[config.mk]
export PLATFORM = sky130hd
export DESIGN_NAME = dhcp_client_fsm
export DESIGN_NICKNAME = d
export VERILOG_FILES = /design/src/design/dhcp_pkg.sv /design/src/design/dhcp_parser.sv /design/src/design/dhcp_control.sv /design/src/design/dhcp_client_fsm.sv
export SDC_FILE = /design/constraint.sdc
export NUM_CORES = 1
export LEC_CHECK = 0
export CORE_ASPECT_RATIO = 1.25
export CORE_UTILIZATION = 50
export CTS_CLUSTER_DIAMETER = 150
export CTS_CLUSTER_SIZE = 25
export DETAILED_ROUTE_END_ITERATION = 6
export DONT_BUFFER_PORTS = 1
export PLACE_DENSITY = 0.7
export SYNTH_ARGS = -nofsm -noshare
export SYNTH_HDL_FRONTEND = slang
export SYNTH_HIERARCHICAL = 1
export SYNTH_SLANG_ARGS = --single-unit
[constraint.sdc]
create_clock -name clk -period 14.8 [get_ports clk]
set_clock_uncertainty 0.15 [all_clocks]
set_input_delay 1.48 -clock clk [delete_from_list [all_inputs] [get_ports clk]]
set_output_delay 1.48 -clock clk [all_outputs]
set_load 0.02 [all_outputs]
[src/design/dhcp_pkg.sv]
package dhcp_pkg;

  localparam int MAX_PACKET_BYTES_DEF = 1024;

  typedef enum logic [1:0] {
    OP_START = 2'd0,
    OP_TICK  = 2'd1,
    OP_BYTE  = 2'd2,
    OP_NONE  = 2'd3
  } op_t;

  typedef enum logic [1:0] {
    ACT_NONE     = 2'd0,
    ACT_DISCOVER = 2'd1,
    ACT_REQUEST  = 2'd2
  } act_t;

  localparam logic [2:0] ST_INIT       = 3'd0;
  localparam logic [2:0] ST_SELECTING  = 3'd1;
  localparam logic [2:0] ST_REQUESTING = 3'd2;
  localparam logic [2:0] ST_BOUND      = 3'd3;
  localparam logic [2:0] ST_RENEWING   = 3'd4;
  localparam logic [2:0] ST_REBINDING  = 3'd5;

  localparam logic [2:0] PH_TAG  = 3'd0;
  localparam logic [2:0] PH_LEN  = 3'd1;
  localparam logic [2:0] PH_VAL0 = 3'd2;
  localparam logic [2:0] PH_VALX = 3'd6;
  localparam logic [2:0] PH_DONE = 3'd7;

  localparam logic [7:0] TAG_PAD    = 8'd0;
  localparam logic [7:0] TAG_TYPE   = 8'd53;
  localparam logic [7:0] TAG_LEASE  = 8'd51;
  localparam logic [7:0] TAG_SERVER = 8'd54;
  localparam logic [7:0] TAG_END    = 8'd255;
  localparam logic [7:0] MSG_OFFER  = 8'd2;
  localparam logic [7:0] MSG_ACK    = 8'd5;
  localparam logic [7:0] OP_REPLY   = 8'd2;

  function automatic logic [7:0] cookie_byte(input logic [1:0] i);
    unique case (i)
      2'd0: cookie_byte = 8'd99;
      2'd1: cookie_byte = 8'd130;
      2'd2: cookie_byte = 8'd83;
      default: cookie_byte = 8'd99;
    endcase
  endfunction

  typedef struct packed {
    logic [7:0]  op;
    logic [31:0] yiaddr;
    logic [7:0]  msg_type;
    logic [31:0] lease;
    logic [31:0] server;
    logic        type_seen;
    logic        lease_seen;
    logic        server_seen;
    logic        long_enough;
  } fields_t;

  typedef struct packed {
    logic [1:0] op;
    logic [7:0] rx_byte;
    logic       rx_last;
  } item_t;

endpackage

[src/design/dhcp_parser.sv]
module dhcp_parser import dhcp_pkg::*; #(
  parameter int MAX_PACKET_BYTES = MAX_PACKET_BYTES_DEF
) (
  input  logic    clk,
  input  logic    rst,
  input  logic    byte_en,
  input  logic    last,
  input  logic [7:0] rx_byte,
  output fields_t fields_next
);

  localparam int OW = $clog2(MAX_PACKET_BYTES + 1);

  logic [OW-1:0] byte_offset, offset_next;
  logic [2:0]    phase, phase_next;
  logic [15:0]   tag_len, tag_len_next;
  logic [31:0]   shift, shift_next;
  fields_t       fields;

  always_comb begin
    logic [7:0] tag, rem;
    logic [2:0] idx;
    fields_next  = fields;
    offset_next  = byte_offset;
    phase_next   = phase;
    tag_len_next = tag_len;
    shift_next   = shift;
    tag = tag_len[15:8];
    rem = tag_len[7:0];
    idx = phase - PH_VAL0;
    if (byte_en && (32'(byte_offset) < 32'(MAX_PACKET_BYTES))) begin
      offset_next = byte_offset + 1'b1;
      if (32'(byte_offset) >= 32'd240) fields_next.long_enough = 1'b1;
      if (byte_offset == '0) begin
        fields_next.op = rx_byte;
      end else if (32'(byte_offset) >= 16 && 32'(byte_offset) <= 19) begin
        fields_next.yiaddr = {fields.yiaddr[23:0], rx_byte};
      end else if (32'(byte_offset) >= 236 && 32'(byte_offset) <= 239) begin
        if (rx_byte != cookie_byte(byte_offset[1:0])) phase_next = PH_DONE;
      end else if (32'(byte_offset) >= 240 && phase != PH_DONE) begin
        if (phase == PH_TAG) begin
          if (rx_byte == TAG_END) phase_next = PH_DONE;
          else if (rx_byte != TAG_PAD) begin
            tag_len_next = {rx_byte, 8'd0};
            phase_next   = PH_LEN;
          end
        end else if (phase == PH_LEN) begin
          tag_len_next = {tag, rx_byte};
          shift_next   = '0;
          phase_next   = (rx_byte == 8'd0) ? PH_TAG : PH_VAL0;
        end else begin
          if (idx < 3'd4) shift_next = {shift[23:0], rx_byte};
          if (idx == 3'd0 && tag == TAG_TYPE && !fields.type_seen) begin
            fields_next.msg_type  = rx_byte;
            fields_next.type_seen = 1'b1;
          end
          if (idx == 3'd3) begin
            if (tag == TAG_LEASE && !fields.lease_seen) begin
              fields_next.lease      = shift_next;
              fields_next.lease_seen = 1'b1;
            end else if (tag == TAG_SERVER && !fields.server_seen) begin
              fields_next.server      = shift_next;
              fields_next.server_seen = 1'b1;
            end
          end
          tag_len_next = {tag, rem - 8'd1};
          if (rem == 8'd1) phase_next = PH_TAG;
          else if (phase < PH_VALX) phase_next = phase + 3'd1;
        end
      end
    end
  end

  always_ff @(posedge clk) begin
    if (rst || (byte_en && last)) begin
      byte_offset <= '0;
      phase       <= PH_TAG;
      tag_len     <= '0;
      shift       <= '0;
      fields      <= '0;
    end else begin
      byte_offset <= offset_next;
      phase       <= phase_next;
      tag_len     <= tag_len_next;
      shift       <= shift_next;
      fields      <= fields_next;
    end
  end

endmodule

[src/design/dhcp_control.sv]
module dhcp_control import dhcp_pkg::*; (
  input  logic        clk,
  input  logic        rst,
  input  logic        step,
  input  logic [1:0]  op,
  input  logic        rx_last,
  input  fields_t     fields,
  input  logic        cfg_write,
  input  logic        cfg_data,
  output logic [1:0]  action,
  output logic        apply_ip,
  output logic [31:0] your_ip,
  output logic [31:0] server_ident,
  output logic [15:0] elapsed_seconds,
  output logic [2:0]  client_state
);

  logic        enable;
  logic [2:0]  state, state_next;
  logic [31:0] t1, t1_next, t2, t2_next, lease, lease_next;
  logic        t1_run, t1_run_next, t2_run, t2_run_next;
  logic [15:0] secs, secs_next;
  logic [31:0] yi, yi_next, srv, srv_next;
  logic        srv_ok, srv_ok_next;
  logic [1:0]  act;
  logic        app;
  logic [34:0] lease7;

  always_comb begin
    logic reply;
    logic [7:0] mtype;
    state_next = state; t1_next = t1; t2_next = t2; lease_next = lease;
    t1_run_next = t1_run; t2_run_next = t2_run; secs_next = secs;
    yi_next = yi; srv_next = srv; srv_ok_next = srv_ok;
    act = ACT_NONE; app = 1'b0;
    reply = fields.op == OP_REPLY;
    mtype = fields.type_seen ? fields.msg_type : 8'd0;
    lease7 = {3'd0, fields.lease} * 35'd7;
    unique case (op)
      OP_START: begin
        if (enable && state == ST_INIT) begin
          act = ACT_DISCOVER; t1_next = 32'd3; t1_run_next = 1'b1;
          state_next = ST_SELECTING;
        end
      end
      OP_TICK: begin
        if (enable && secs != 16'hffff) secs_next = secs + 16'd1;
        if (t1_run) begin
          if (t1 <= 32'd1) begin
            t1_run_next = 1'b0; t1_next = '0;
            if (enable) begin
              unique case (state)
                ST_SELECTING: begin
                  act = ACT_DISCOVER; t1_next = 32'd5; t1_run_next = 1'b1;
                end
                ST_REQUESTING, ST_RENEWING, ST_REBINDING: begin
                  if (srv_ok) act = ACT_REQUEST;
                  t1_next = 32'd5; t1_run_next = 1'b1;
                end
                ST_BOUND: begin
                  t1_next = 32'd1; t1_run_next = 1'b1; state_next = ST_RENEWING;
                end
                default: ;
              endcase
            end
          end else t1_next = t1 - 32'd1;
        end
        if (t2_run) begin
          if (t2 <= 32'd1) begin
            t2_run_next = 1'b0; t2_next = '0;
            if (enable) begin
              unique case (state_next)
                ST_SELECTING: begin
                  act = ACT_DISCOVER; t1_next = 32'd5; t1_run_next = 1'b1;
                end
                ST_REQUESTING: begin
                  if (srv_ok) act = ACT_REQUEST;
                  t1_next = 32'd5; t1_run_next = 1'b1;
                end
                ST_BOUND: begin
                  t1_next = 32'd1; t1_run_next = 1'b1; state_next = ST_RENEWING;
                end
                ST_RENEWING: begin
                  t1_next = 32'd1; t1_run_next = 1'b1;
                  t2_next = {3'd0, lease[31:3]}; t2_run_next = 1'b1;
                  state_next = ST_REBINDING;
                end
                ST_REBINDING: begin
                  t1_next = '0; t1_run_next = 1'b0;
                  t2_next = '0; t2_run_next = 1'b0;
                  state_next = ST_INIT;
                end
                default: ;
              endcase
            end
          end else t2_next = t2 - 32'd1;
        end
      end
      OP_BYTE: begin
        if (rx_last && enable && fields.long_enough) begin
          unique case (state)
            ST_SELECTING: begin
              t1_next = 32'd5; t1_run_next = 1'b1;
              if (reply && mtype == MSG_OFFER) begin
                yi_next = fields.yiaddr;
                srv_next = fields.server_seen ? fields.server : '0;
                srv_ok_next = fields.server_seen;
                app = 1'b1;
                if (fields.server_seen) act = ACT_REQUEST;
                state_next = ST_REQUESTING;
              end
            end
            ST_REQUESTING, ST_RENEWING, ST_REBINDING: begin
              if (!reply || mtype != MSG_ACK) begin
                t1_next = 32'd5; t1_run_next = 1'b1;
              end else begin
                if (fields.lease_seen) begin
                  lease_next = fields.lease;
                  t1_next = {1'b0, fields.lease[31:1]}; t1_run_next = 1'b1;
                  t2_next = lease7[34:3]; t2_run_next = 1'b1;
                end
                state_next = ST_BOUND;
              end
            end
            default: ;
          endcase
        end
      end
      default: ;
    endcase
  end

  always_ff @(posedge clk) begin
    if (rst) begin
      enable <= 1'b0; state <= ST_INIT; t1 <= '0; t2 <= '0; lease <= '0;
      t1_run <= 1'b0; t2_run <= 1'b0; secs <= '0; yi <= '0; srv <= '0;
      srv_ok <= 1'b0; action <= ACT_NONE; apply_ip <= 1'b0;
    end else if (cfg_write) begin
      if (cfg_data) begin
        if (!enable) begin
          enable <= 1'b1; state <= ST_INIT; t1 <= '0; t2 <= '0;
          t1_run <= 1'b0; t2_run <= 1'b0; secs <= '0;
        end
      end else enable <= 1'b0;
    end else if (step) begin
      state <= state_next; t1 <= t1_next; t2 <= t2_next; lease <= lease_next;
      t1_run <= t1_run_next; t2_run <= t2_run_next; secs <= secs_next;
      yi <= yi_next; srv <= srv_next; srv_ok <= srv_ok_next;
      action <= act; apply_ip <= app;
    end
  end

  assign your_ip         = yi;
  assign server_ident    = srv_ok ? srv : '0;
  assign elapsed_seconds = secs;
  assign client_state    = state;

endmodule

[src/design/dhcp_client_fsm.sv]
// channel  dir  width  contents
// s_axis   in   16     tdata = operation, rx_byte; tlast = rx_last
// m_axis   out  88     tdata = action .. bound
// cfg      in   1      client_enable
// one item per cycle while m_axis is not stalled; the result register loads on the accepting edge
// the result register and state update together; stall holds both
// cfg is taken only while no item is offered or waiting
// rst is synchronous and clears all control state
module dhcp_client_fsm import dhcp_pkg::*; #(
  parameter int MAX_PACKET_BYTES = MAX_PACKET_BYTES_DEF
) (
  input  logic         clk,
  input  logic         rst,
  input  logic         s_axis_tvalid,
  output logic         s_axis_tready,
  input  logic [15:0]  s_axis_tdata,  // operation[1:0], rx_byte[9:2], zero
  input  logic         s_axis_tlast,
  output logic         m_axis_tvalid,
  input  logic         m_axis_tready,
  output logic [87:0]  m_axis_tdata,
  // action[1:0], apply_ip[2], your_ip[34:3], server_ident[66:35],
  // elapsed_seconds[82:67], client_state[85:83], bound[86], zero
  input  logic         cfg_valid,
  output logic         cfg_ready,
  input  logic         cfg_data
);

  item_t      item;
  logic       step, byte_en;
  fields_t    fields_next;
  logic [1:0] action;
  logic       apply_ip;
  logic [31:0] your_ip, server_ident;
  logic [15:0] elapsed_seconds;
  logic [2:0] client_state;
  logic       bound;
  logic       cfg_write;

  assign s_axis_tready = !m_axis_tvalid || m_axis_tready;
  assign step          = s_axis_tvalid && s_axis_tready;
  assign cfg_ready     = !s_axis_tvalid && !m_axis_tvalid;
  assign cfg_write     = cfg_valid && cfg_ready;
  assign item.op       = s_axis_tdata[1:0];
  assign item.rx_byte  = s_axis_tdata[9:2];
  assign item.rx_last  = s_axis_tlast;
  assign byte_en       = step && item.op == OP_BYTE;

  dhcp_parser #(.MAX_PACKET_BYTES(MAX_PACKET_BYTES)) u_parser (
    .clk, .rst, .byte_en, .last(item.rx_last), .rx_byte(item.rx_byte),
    .fields_next
  );

  dhcp_control u_ctrl (
    .clk, .rst, .step, .op(item.op), .rx_last(item.rx_last),
    .fields(fields_next), .cfg_write, .cfg_data,
    .action, .apply_ip, .your_ip, .server_ident, .elapsed_seconds, .client_state
  );

  always_ff @(posedge clk) begin
    if (rst) m_axis_tvalid <= 1'b0;
    else if (step) m_axis_tvalid <= 1'b1;
    else if (m_axis_tready) m_axis_tvalid <= 1'b0;
  end

  assign bound = client_state == ST_BOUND || client_state == ST_RENEWING ||
                 client_state == ST_REBINDING;
  assign m_axis_tdata = {1'b0, bound, client_state, elapsed_seconds, server_ident,
                         your_ip, apply_ip, action};

endmodule
==> results of run 1 <==
[through the flow]
| stage | hold slack, ps | instance area (µm²) | power (mW) | worst slack (ps) |
|---|---|---|---|---|
| 5_1_grt | 325 | 20700 | 1.87 | 7370 |
| 3_3_place_gp | 283 | 20200 | 1.26 | 7150 |
| 6_report | 307 | 20700 | 1.80 | 7620 |
| 3_5_place_dp | 289 | 20200 | 1.27 | 7090 |
| 2_1_floorplan | 277 | 20000 | 1.21 | 8390 |
| 4_1_cts | 306 | 20700 | 1.81 | 7660 |
[registers in the layout (all words and copies together) (netlist names)]
| register | flops |
|---|---|
| u_ctrl/action | 2 |
| u_ctrl/srv | 32 |
| m_axis_tvalid | 1 |
| u_ctrl/t1_run | 1 |
| u_ctrl/apply_ip | 1 |
| u_ctrl/t2_run | 1 |
| u_parser/tag_len | 16 |
| u_ctrl/enable | 1 |
| u_ctrl/lease | 29 |
| u_ctrl/t1 | 32 |
| u_ctrl/your_ip | 32 |
| u_ctrl/t2 | 32 |
| u_ctrl/client_state | 3 |
| u_parser/phase | 3 |
| u_ctrl/srv_ok | 1 |
| u_parser/byte_offset | 11 |
| u_ctrl/elapsed_seconds | 16 |
| u_parser/shift | 32 |
| u_parser/fields | 116 |
[routing by layer]
metal | part of all wire [%] | GRT usage, % | wire (µm) | up-vias
met3 | 4.9 | 3.19 | 2530 | 88
li1 | - | - | - | 7893
met1 | 43 | 30.5 | 22400 | 7906
met5 | 0 | 0 | 0 | -
met2 | 49 | 45.1 | 25700 | 436
met4 | 2.9 | 8.45 | 1500 | 0
[synth_stat cells, types with 9 or more instances]
| cell type | instances |
|---|---|
| inv_1 | 33 |
| or3_1 | 9 |
| clkbuf_1 | 108 |
| o211ai_1 | 15 |
| and3_1 | 14 |
| a22oi_1 | 32 |
| nor2b_1 | 21 |
| dfxtp_1 | 362 |
| fa_1 | 32 |
| xor2_1 | 46 |
| xnor2_1 | 42 |
| nand2_1 | 315 |
| o22ai_1 | 9 |
| nor2_1 | 151 |
| and2_1 | 154 |
| mux2i_1 | 16 |
| a221oi_1 | 11 |
| o21a_1 | 11 |
| nand4_1 | 21 |
| ha_1 | 54 |
| nand2b_1 | 19 |
| mux2_4 | 60 |
| buf_2 | 12 |
| a31oi_1 | 18 |
| nor4_1 | 23 |
| a21oi_1 | 220 |
| nand3_1 | 100 |
| mux2_1 | 23 |
| a211oi_1 | 10 |
| nor3_1 | 31 |
| or2_2 | 11 |
| a21o_1 | 19 |
| mux2_2 | 61 |
| o21ai_0 | 75 |
[logic make-up (layout without fill, tap and decap cells)]
kind of cell	Yosys count	in the layout	synth area share [%]
and+or+nand+nor	928	928	23.4
AOI/OAI and AO/OA	509	509	16.0
DFF	362	362	36.2
buffers and inverters	176	74	3.99
muxes	160	160	10.0
xor gates and xnor gates	88	88	3.84
adders and majority gates	86	86	6.57
other	1	1	0.0187
[critical path, stage by stage]
cell and delay [ps]:
nand2b_4 140, and4b_1 370, nor3b_2 410, o21ai_4 250, nor4b_4 290, buf_4 520
mux2_2 480, fa_1 550, ha_1 310, nand4_1 200, a211oi_1 310, nor3_1 150
o41ai_1 690, a21oi_1 340, o311ai_0 450, o211ai_1 180, xnor2_1 160, a21o_1 170
[worst paths after layout]
kind                                                       from                               to  slack [ps]  cells after the start
worst max-delay path                              m_axis_tready       u_ctrl/t2[30]$_SDFFE_PP0P_        7620                     18
worst min-delay path            u_parser/shift[29]$_SDFFE_PP0P_  u_parser/shift[29]$_SDFFE_PP0P_         310                      2
worst max register to register       m_axis_tvalid$_SDFFE_PP0P_       u_ctrl/t2[30]$_SDFFE_PP0P_        8130                     18
worst min register to register  u_parser/shift[29]$_SDFFE_PP0P_  u_parser/shift[29]$_SDFFE_PP0P_         310                      2
[power by group]
group / switching, mW / internal, mW
clock network: 0.318 / 0.233
logic: 0.167 / 0.0949
registers: 0.00895 / 0.979
total: 0.494 / 1.31
[final cells by class]
type                    instances  area, µm²
clock inverters                 1       16.3
clock buffers                  19        475
flip-flops and latches        362       7250
well taps                     498        623
multi-input cells            1772      12000
fillers                      3676      18600
inverters                      33        124
repair buffers                 21        158
==> flow_metrics.py, run 1 <==
metrics = {
    "die": {
        "start_util_pct": 51.0,
        "die_w_um": 181,
        "die_height_um": 226,
        "rows": 81,
        "ios": 114,
        "die_area_um2": 40900,
        "core_um2": 39300,
    },
    "clock_network": {
        "clk_pin_slew_ps": 120,
        "postCtsResizedCells": 0,
        "cts_root_buf": "clkbuf_16",
        "cts.sinks": 362,
        "cts_setup_buffers": 0,
        "cts_made_buffers": 18,
        "cts_tree": "yes",
        "holdBufCountCts": 0,
        "insertion_delay_ps": 540,
        "cts.htree.levels": 1,
        "cts.path.max_buffers": 3,
    },
    "timing": {
        "tns_ps": 0,
        "fin_crit_ps": 7180,
        "rsz0062_at_grt": "false",
        "tightest_slew_ps": 1150,
        "setup_violations": 0,
        "slew_viol_final": 0,
        "relSlewSlack_pct": 22.4,
        "period_share_pct": 48.5,
        "fmax_mhz": 139,
        "final_hold_viol_count": 0,
    },
    "drt": {
        "via_per_inst": 6.03,
        "vias": 16300,
        "wl_um": 52100,
        "dr.pass1.iters": 5,
        "route.detailed.drc": 0,
        "ant_nets": 0,
        "drt_iter0_drc": 1211,
        "wire_per_inst_um": 19.2,
    },
    "layout": {
        "drive_above_1_share_pct": 9.51,
        "area_delta_synth_final_pct": 3.21,
        "final_common_cell": "dfxtp_1",
        "fin_util_pct": 52.6,
        "final_cell_mix": "362 x dfxtp_1, 315 x nand2_1, 219 x a21oi_1",
        "layoutNonFillerInstCount": 2706,
        "nets": 2317,
        "antenna_cells": 0,
    },
    "grt": {
        "grt_max_degree": 154,
        "grt_pass1_vias": 15700,
        "gr-total-overflow": 0,
        "antenna_found_initial": 0,
        "grt_usage_pct": 25.0,
        "grt_pass1_wl_um": 83600,
    },
    "setup_path": {
        "cp.arrival_ps": 7490,
        "critical_path_class": "input pin to flip-flop",
        "path_max_fanout": 32,
        "end_kind": "flip-flop",
        "start_kind": "input pin",
        "crit_required_ps": 15110,
    },
    "place": {
        "dpl.cell_count": 2686,
        "port_buffers": 0,
        "hpwlAfterDp_um": 35800,
        "gp_congestion": 0.949,
    },
    "pwr": {
        "powerDensity_nw_per_um2": 87.0,
        "ir_drop_mv": 0.0830,
        "leakage_nw": 7.86,
    },
    "synth": {
        "ys_warn_count": 6,
        "synth.area.top_cells": "dfxtp_1 36%, nand2_1 5.9%, a21oi_1 5.5%",
        "synthesis.area_um2": 20000,
        "synth_top_area_share_pct": 36.2,
        "synth.distinct_cells": 93,
        "synth_cells": 2310,
        "async_reset_ff_share_pct": 0,
        "yosysTopAreaCell": "dfxtp_1",
        "syn_nets": 2419,
        "ys_seq_elements": 362,
        "syn_area_per_cell_um2": 8.68,
        "synth_edf_count": 0,
        "synth_flop_cell": "dfxtp_1",
        "yosysSeqAreaShare_pct": 36.2,
    },
    "job": {
        "drv_cap": 0,
    },
    "hold_path": {
        "hp-class": "flip-flop to flip-flop",
    },
    "outcome": {
        "outcome": "completed",
    },
}
(Power assumes the default switching activity.)
==> run 2, diff against run 1 <==
--- a/config.mk
+++ b/config.mk
@@ -5,6 +5,7 @@
 export SDC_FILE = /design/constraint.sdc
 export NUM_CORES = 1
 export LEC_CHECK = 0
+export ABC_AREA = 1
 export CORE_ASPECT_RATIO = 1.25
 export CORE_UTILIZATION = 50
 export CTS_CLUSTER_DIAMETER = 150
==> constraint.sdc (replaced) <==
create_clock -name clk -period 7.1 [get_ports clk]
set_clock_uncertainty 0.15 [all_clocks]
set_input_delay 0.71 -clock clk [delete_from_list [all_inputs] [get_ports clk]]
set_output_delay 0.71 -clock clk [all_outputs]
set_load 0.02 [all_outputs]
==> flow_metrics.py, run 2 <==
metrics = {
    "synth": {
        "synth_compound_area_share_pct": 14.6,
        "yosysMostFrequentCell": "nand2_1",
        "syn_area_per_cell_um2": 6.54,
        "synthesis.area_um2": 21900,
        "ys_warn_count": 6,
        "synth_edf_count": 0,
        "synth_top_area_share_pct": 33.0,
        "synth.area.top_cells": "dfxtp_1 33%, nand2_1 14%, nor2_1 7.9%",
        "yosysSeqAreaShare_pct": 33.0,
        "synth_cells": 3355,
        "synth_flop_cell": "dfxtp_1",
        "synthAdderAreaFrac_pct": 6.00,
        "ys_seq_elements": 362,
        "yosysTopAreaCell": "dfxtp_1",
        "synth.area.mux_share_pct": 1.14,
        "synth.distinct_cells": 61,
        "synthTopCellsByCount": "809 x nand2_1, 463 x nor2_1, 417 x inv_1, 362 x dfxtp_1, 209 x a21oi_1",
        "syn_nets": 3464,
        "synthXorXnorAreaFrac_pct": 2.28,
        "synth-simple-area-share_pct": 31.6,
        "synth_top_family_by_area": "simple AND/OR/NAND/NOR gates",
        "async_reset_ff_share_pct": 0,
    },
    "setup_path": {
        "reg2reg_from": "m_axis_tvalid$_SDFFE_PP0P_",
        "path_max_fanout": 32,
        "cpMostUsedCell": "nand2_2",
        "crit_slowest_cell": "fa_1",
        "crit_family": "simple AND/OR/NAND/NOR gates",
        "start_kind": "flip-flop",
        "r2r-end": "u_ctrl/t2[19]$_SDFFE_PP0P_",
        "crit_path_max_incr_delay_ps": 510,
        "critical_path_class": "flip-flop to flip-flop",
        "path_buf_inv": 3,
        "crit_required_ps": 7440,
        "crit_chain": "nand2_2 > nand2_2 > nor2_2 > nand2_2 > inv_2 > nand2_2 > nor2_4 > nand2_2 > buf_4 > nand2_1 > nand2_1 > inv_1 > fa_1 > ha_1 > a21oi_1 > a21boi_0 > o21ai_0 > nand3b_1 > o21ai_0 > nand3_1 > a21oi_1",
        "reg2reg_slack_ps": 1770,
        "cp-startpoint": "m_axis_tvalid$_SDFFE_PP0P_",
        "cp.arrival_ps": 5670,
        "end_kind": "flip-flop",
        "ff2ff_path_depth": 21,
    },
    "place": {
        "dpl_cell_area_um2": 22000,
        "gp_congestion": 0.950,
        "port_buffers": 0,
        "hpwlAfterDp_um": 45300,
    },
    "timing": {
        "rsz0062_at_grt": "false",
        "setup_violations": 0,
        "fin_crit_ps": 5330,
        "period_share_pct": 75.1,
        "tightest_slew_ps": 1160,
        "relSlewSlack_pct": 22.3,
        "final_hold_viol_count": 0,
        "fmax_mhz": 187,
        "slew_viol_final": 0,
        "tns_ps": 0,
    },
    "job": {
        "drv_cap": 0,
    },
    "clock_network": {
        "cts_setup_buffers": 0,
        "cts_made_buffers": 18,
        "cts.htree.levels": 1,
        "holdBufCountCts": 0,
        "cts_tree": "yes",
        "clk_pin_slew_ps": 120,
        "insertion_delay_ps": 550,
        "cts_root_buf": "clkbuf_16",
        "cts.sinks": 362,
        "cts.path.max_buffers": 3,
        "postCtsResizedCells": 0,
    },
    "drt": {
        "route.detailed.drc": 0,
        "via_per_inst": 5.39,
        "vias": 20500,
        "wl_um": 62100,
        "drt_iter0_drc": 1648,
        "dr.pass1.iters": 7,
        "wire_per_inst_um": 16.3,
        "ant_nets": 0,
    },
    "pwr": {
        "powerDensity_nw_per_um2": 174,
        "ir_drop_mv": 0.197,
        "leakage_nw": 10.5,
    },
    "layout": {
        "nFillCells": 4459,
        "final_cell_mix": "808 x nand2_1, 463 x nor2_1, 417 x inv_1",
        "largest_reg_flops": 116,
        "nets": 3356,
        "drive_above_1_share_pct": 6.13,
        "multiInputGateArea_um2": 12200,
        "final_common_cell": "nand2_1",
        "ff_latch_area_um2": 7250,
        "antenna_cells": 0,
        "regMostFlops": "u_parser/fields",
        "fin_area_um2": 22500,
        "fin_util_pct": 52.2,
        "area_delta_synth_final_pct": 2.68,
    },
    "grt": {
        "grt_pass1_wl_um": 99200,
        "antenna_found_initial": 0,
        "grt_max_degree": 114,
        "grt_usage_pct": 27.4,
        "gr-total-overflow": 0,
        "grt_pass1_vias": 19400,
    },
    "hold_path": {
        "hp-start": "rst",
        "whs_path_depth": 1,
        "min_to": "u_ctrl/t2[22]$_SDFFE_PP0P_",
        "hp-class": "input pin to flip-flop",
    },
    "die": {
        "die_height_um": 236,
        "rows": 85,
        "core_um2": 43200,
        "die_w_um": 189,
        "ios": 114,
        "die_area_um2": 44700,
        "start_util_pct": 50.8,
    },
    "outcome": {
        "outcome": "completed",
    },
}
==> run 2: cells by family after synthesis <==
| kind of cell | count (synthesis) |
|---|---|
| xor gates and xnor gates | 57 |
| AOI/OAI and AO/OA | 587 |
| adders and majority gates | 86 |
| DFF | 362 |
| other | 1 |
| and+or+nand+nor | 1627 |
| buffers and inverters | 610 |
| muxes | 25 |
==> run 2: worst reg2reg max path: stages, from the launching register on <==
cell and delay [ps]:
dfxtp_1 420, nand2_2 210, nand2_2 120, nor2_2 230
nand2_2 240, inv_2 220, nand2_2 130, nor2_4 160
nand2_2 50, buf_4 240, nand2_1 120, nand2_1 70
inv_1 380, fa_1 520, ha_1 390, a21oi_1 230
a21boi_0 290, o21ai_0 240, nand3b_1 270, o21ai_0 350
nand3_1 120, a21oi_1 130
==> run 2: report_power, final <==
part	leakage [nW]	switching [mW]	internal, mW
registers	2.92	0.0181	2.04
clock network	0.241	0.672	0.485
logic	7.39	0.490	0.205
total	10.5	1.18	2.73
==> run 2: routing by layer <==
layer  global-route usage [%]  part of all wire, %  vias to the layer above
li1                         -                    -                    10400
met1                     34.6                   44                     9528
met2                     47.2                   48                      551
met3                     2.60                  4.6                       95
met4                     11.5                  4.1                        0
met5                        0                    0                        -
==> run 2: worst max-delay path by stage <==
stage / to / cells past startpoint / slack, ps
after CTS: u_ctrl/t2[29]$_SDFFE_PP0P_ / 26 / 1850
final: u_ctrl/t2[19]$_SDFFE_PP0P_ / 21 / 1770
after global placement: u_ctrl/t2[29]$_SDFFE_PP0P_ / 27 / 1600
after detailed placement: u_ctrl/t2[29]$_SDFFE_PP0P_ / 26 / 1560
after global routing: u_ctrl/t2[29]$_SDFFE_PP0P_ / 27 / 1390
after floorplan: u_ctrl/t2[25]$_SDFFE_PP0P_ / 29 / 2740
==> run 2: layout make-up <==
class,count,area share (%)
repair buffers,15,0.500
multi-input cells,2383,54.2
clock inverters,1,0.0722
clock buffers,19,2.11
well taps,565,3.14
inverters,467,7.80
flip-flops and latches,362,32.2
==> run 2: stage by stage <==
| stage | hold slack, ps | cells | total power, mW | setup slack [ps] |
|---|---|---|---|---|
| 3_5_place_dp | 292 | 3792 | 2.79 | 1560 |
| 6_report | 69.1 | 3812 | 3.91 | 1770 |
| 5_1_grt | 48.3 | 3812 | 4.11 | 1390 |
| 4_1_cts | 52.6 | 3812 | 3.95 | 1850 |
| 3_3_place_gp | 286 | 3792 | 2.78 | 1600 |
| 2_1_floorplan | 274 | 3355 | 2.67 | 2740 |
==> run 3, diff against run 2 <==
--- a/config.mk
+++ b/config.mk
@@ -12,7 +12,7 @@
 export CTS_CLUSTER_SIZE = 25
 export DETAILED_ROUTE_END_ITERATION = 6
 export DONT_BUFFER_PORTS = 1
-export PLACE_DENSITY = 0.7
+export PLACE_DENSITY = 0.73
 export SYNTH_ARGS = -nofsm -noshare
 export SYNTH_HDL_FRONTEND = slang
 export SYNTH_HIERARCHICAL = 1
==> constraint.sdc (replaced) <==
create_clock -name clk -period 4.4 [get_ports clk]
set_clock_uncertainty 0.15 [all_clocks]
set_input_delay 0.44 -clock clk [delete_from_list [all_inputs] [get_ports clk]]
set_output_delay 0.44 -clock clk [all_outputs]
set_load 0.02 [all_outputs]
==> flow_metrics.py, run 3 (synthesis gave the netlist of run 2 again) <==
metrics = {
    "die": {
        "start_util_pct": 50.8,
        "core_um2": 43200,
        "rows": 85,
        "die_w_um": 189,
        "ios": 114,
        "die_height_um": 236,
        "die_area_um2": 44700,
    },
    "layout": {
        "final_common_cell": "nand2_1",
        "layoutNonFillerInstCount": 4013,
        "nFillCells": 4179,
        "final_cell_mix": "784 x nand2_1, 449 x nor2_1, 386 x inv_1",
        "antenna_cells": 0,
        "ff_latch_area_um2": 7260,
        "drive_above_1_share_pct": 14.8,
        "regMostFlops": "u_parser/fields",
        "largest_reg_flops": 116,
        "area_delta_synth_final_pct": 13.5,
        "multiInputGateArea_um2": 12700,
        "fin_area_um2": 24900,
        "nets": 3557,
    },
    "pwr": {
        "powerDensity_nw_per_um2": 254,
        "ir_drop_mv": 0.389,
        "leakage_nw": 11.4,
    },
    "grt": {
        "antenna_found_initial": 0,
        "gr-total-overflow": 0,
        "grt_usage_pct": 26.6,
        "grt_pass1_wl_um": 97200,
        "grt_max_degree": 114,
        "grt_pass1_vias": 19300,
    },
    "setup_path": {
        "end_kind": "flip-flop",
        "crit_chain": "ha_1 > ha_2 > inv_2 > nand2_4 > nor2_4 > buf_12 > nand3_1 > nand2_2 > clkinvlp_4 > buf_6 > fa_2 > ha_4 > inv_1 > o21bai_1 > a21oi_1 > nand2_2 > a21oi_1 > inv_1 > nand3_1 > nand2_1 > nand2_1 > nand3_1 > nand3_1 > a21oi_1",
        "crit_required_ps": 4710,
        "critical_path_class": "flip-flop to flip-flop",
        "crit_family": "adder cells",
        "path_max_fanout": 7,
        "start_kind": "flip-flop",
        "cpMostUsedCell": "nand3_1",
        "crit_slowest_cell": "fa_2",
        "cp.arrival_ps": 4660,
        "path_buf_inv": 6,
        "crit_path_max_incr_delay_ps": 590,
    },
    "hold_path": {
        "hp-class": "input pin to flip-flop",
    },
    "clock_network": {
        "cts_made_buffers": 18,
        "holdBufCountCts": 22,
        "cts.path.max_buffers": 3,
        "cts_tree": "yes",
        "insertion_delay_ps": 560,
        "cts.htree.levels": 1,
        "clk_pin_slew_ps": 100,
        "cts_root_buf": "clkbuf_16",
        "cts.sinks": 362,
    },
    "job": {
        "drv_cap": 0,
    },
    "timing": {
        "fmax_mhz": 230,
        "slew_viol_final": 0,
        "setup_violations": 0,
        "rsz0062_at_grt": "true",
        "relSlewSlack_pct": 24.0,
        "fin_crit_ps": 4350,
        "tightest_slew_ps": 1140,
        "period_share_pct": 98.9,
        "hold_ws_ps": -199,
        "tns_ps": 0,
        "final_hold_viol_count": 97,
        "setup_ws_ps": 50.0,
    },
    "drt": {
        "dr.pass1.iters": 5,
        "drt_iter0_drc": 1700,
        "route.detailed.drc": 0,
        "wire_per_inst_um": 15.5,
        "vias": 21200,
        "wl_um": 62300,
        "ant_nets": 0,
        "via_per_inst": 5.28,
    },
    "place": {
        "port_buffers": 0,
        "hpwlAfterDp_um": 44000,
        "pre_cts_ws_ps": -35.6,
        "dpl_cell_area_um2": 23100,
        "dpl.cell_count": 3920,
        "gp_congestion": 0.963,
    },
    "outcome": {
        "outcome": "complete, but fails checks",
        "violations": "negative hold slack",
    },
}
run 3: changes by cell type in the layout (fill, tap and decap cells not counted), sizes merged:
cell and delta:
buf +175, dlygate4sd3 +22, clkinvlp +19, inv -19, clkbuf +3, clkinv +1
run 3: layer usage:
| metal | up-vias | part of all wire [%] | track usage, % | wire length (µm) |
|---|---|---|---|---|
| li1 | 10800 | - | - | - |
| met1 | 9733 | 43 | 33.3 | 26500 |
| met2 | 575 | 49 | 46.4 | 30300 |
| met3 | 111 | 5.1 | 2.87 | 3200 |
| met4 | 0 | 3.6 | 10.3 | 2260 |
| met5 | - | 0 | 0 | 0 |
run 3: path summary, 6_finish.rpt:
kind | start | endpoint | slack, ps | depth (start not counted)
max | u_parser/phase[1]$_SDFFE_PP0P_ | u_ctrl/t2[26]$_SDFFE_PP0P_ | 50 | 24
min | rst | u_ctrl/t2[27]$_SDFFE_PP0P_ | -200 | 1
max reg2reg | u_parser/phase[1]$_SDFFE_PP0P_ | u_ctrl/t2[26]$_SDFFE_PP0P_ | 50 | 24
min reg2reg | u_ctrl/lease[17]$_SDFFE_PP0P_ | u_ctrl/lease[17]$_SDFFE_PP0P_ | 310 | 2
run 3: repair_timing:
action | 4_1_cts | 5_1_grt
gates resized for setup | 0 | 158
endpoints found under the hold margin | 129 | 97
buffers inserted | 0 | 46
setup endpoints to repair | 0 | 34
run 3: area by class of cell:
| type | count | area share (%) |
|---|---|---|
| multi-input combinational | 2383 | 51.2 |
| clock inverter | 2 | 0.131 |
| inverter | 467 | 7.37 |
| sequential | 362 | 29.1 |
| clock buffer | 18 | 1.81 |
| tap | 565 | 2.84 |
| timing repair buffer | 216 | 7.55 |
run 3: worst reg2reg max path: cells and delay by family (launching register included):
kind / cells / cell delay [ps]
compound gates: 4 / 520
simple gates: 10 / 1150
fa+ha+maj: 4 / 1200
buf+inv: 6 / 890
flops: 1 / 380
run 3: where the power goes:
part	total (mW)	leakage, nW	internal (mW)	switching [mW]
clock	1.86	0.236	0.753	1.10
combinational	1.15	8.24	0.358	0.791
sequential	3.32	2.92	3.29	0.0266
run 3: metrics by stage:
step	total power, mW	hold slack (ps)	utilization, %
global placement	4.51	283	53.5
detailed placement	4.51	292	53.5
CTS	6.37	-213	55.1
finish	6.33	-199	57.7
floorplan	4.30	274	-
global route	6.65	-225	57.7
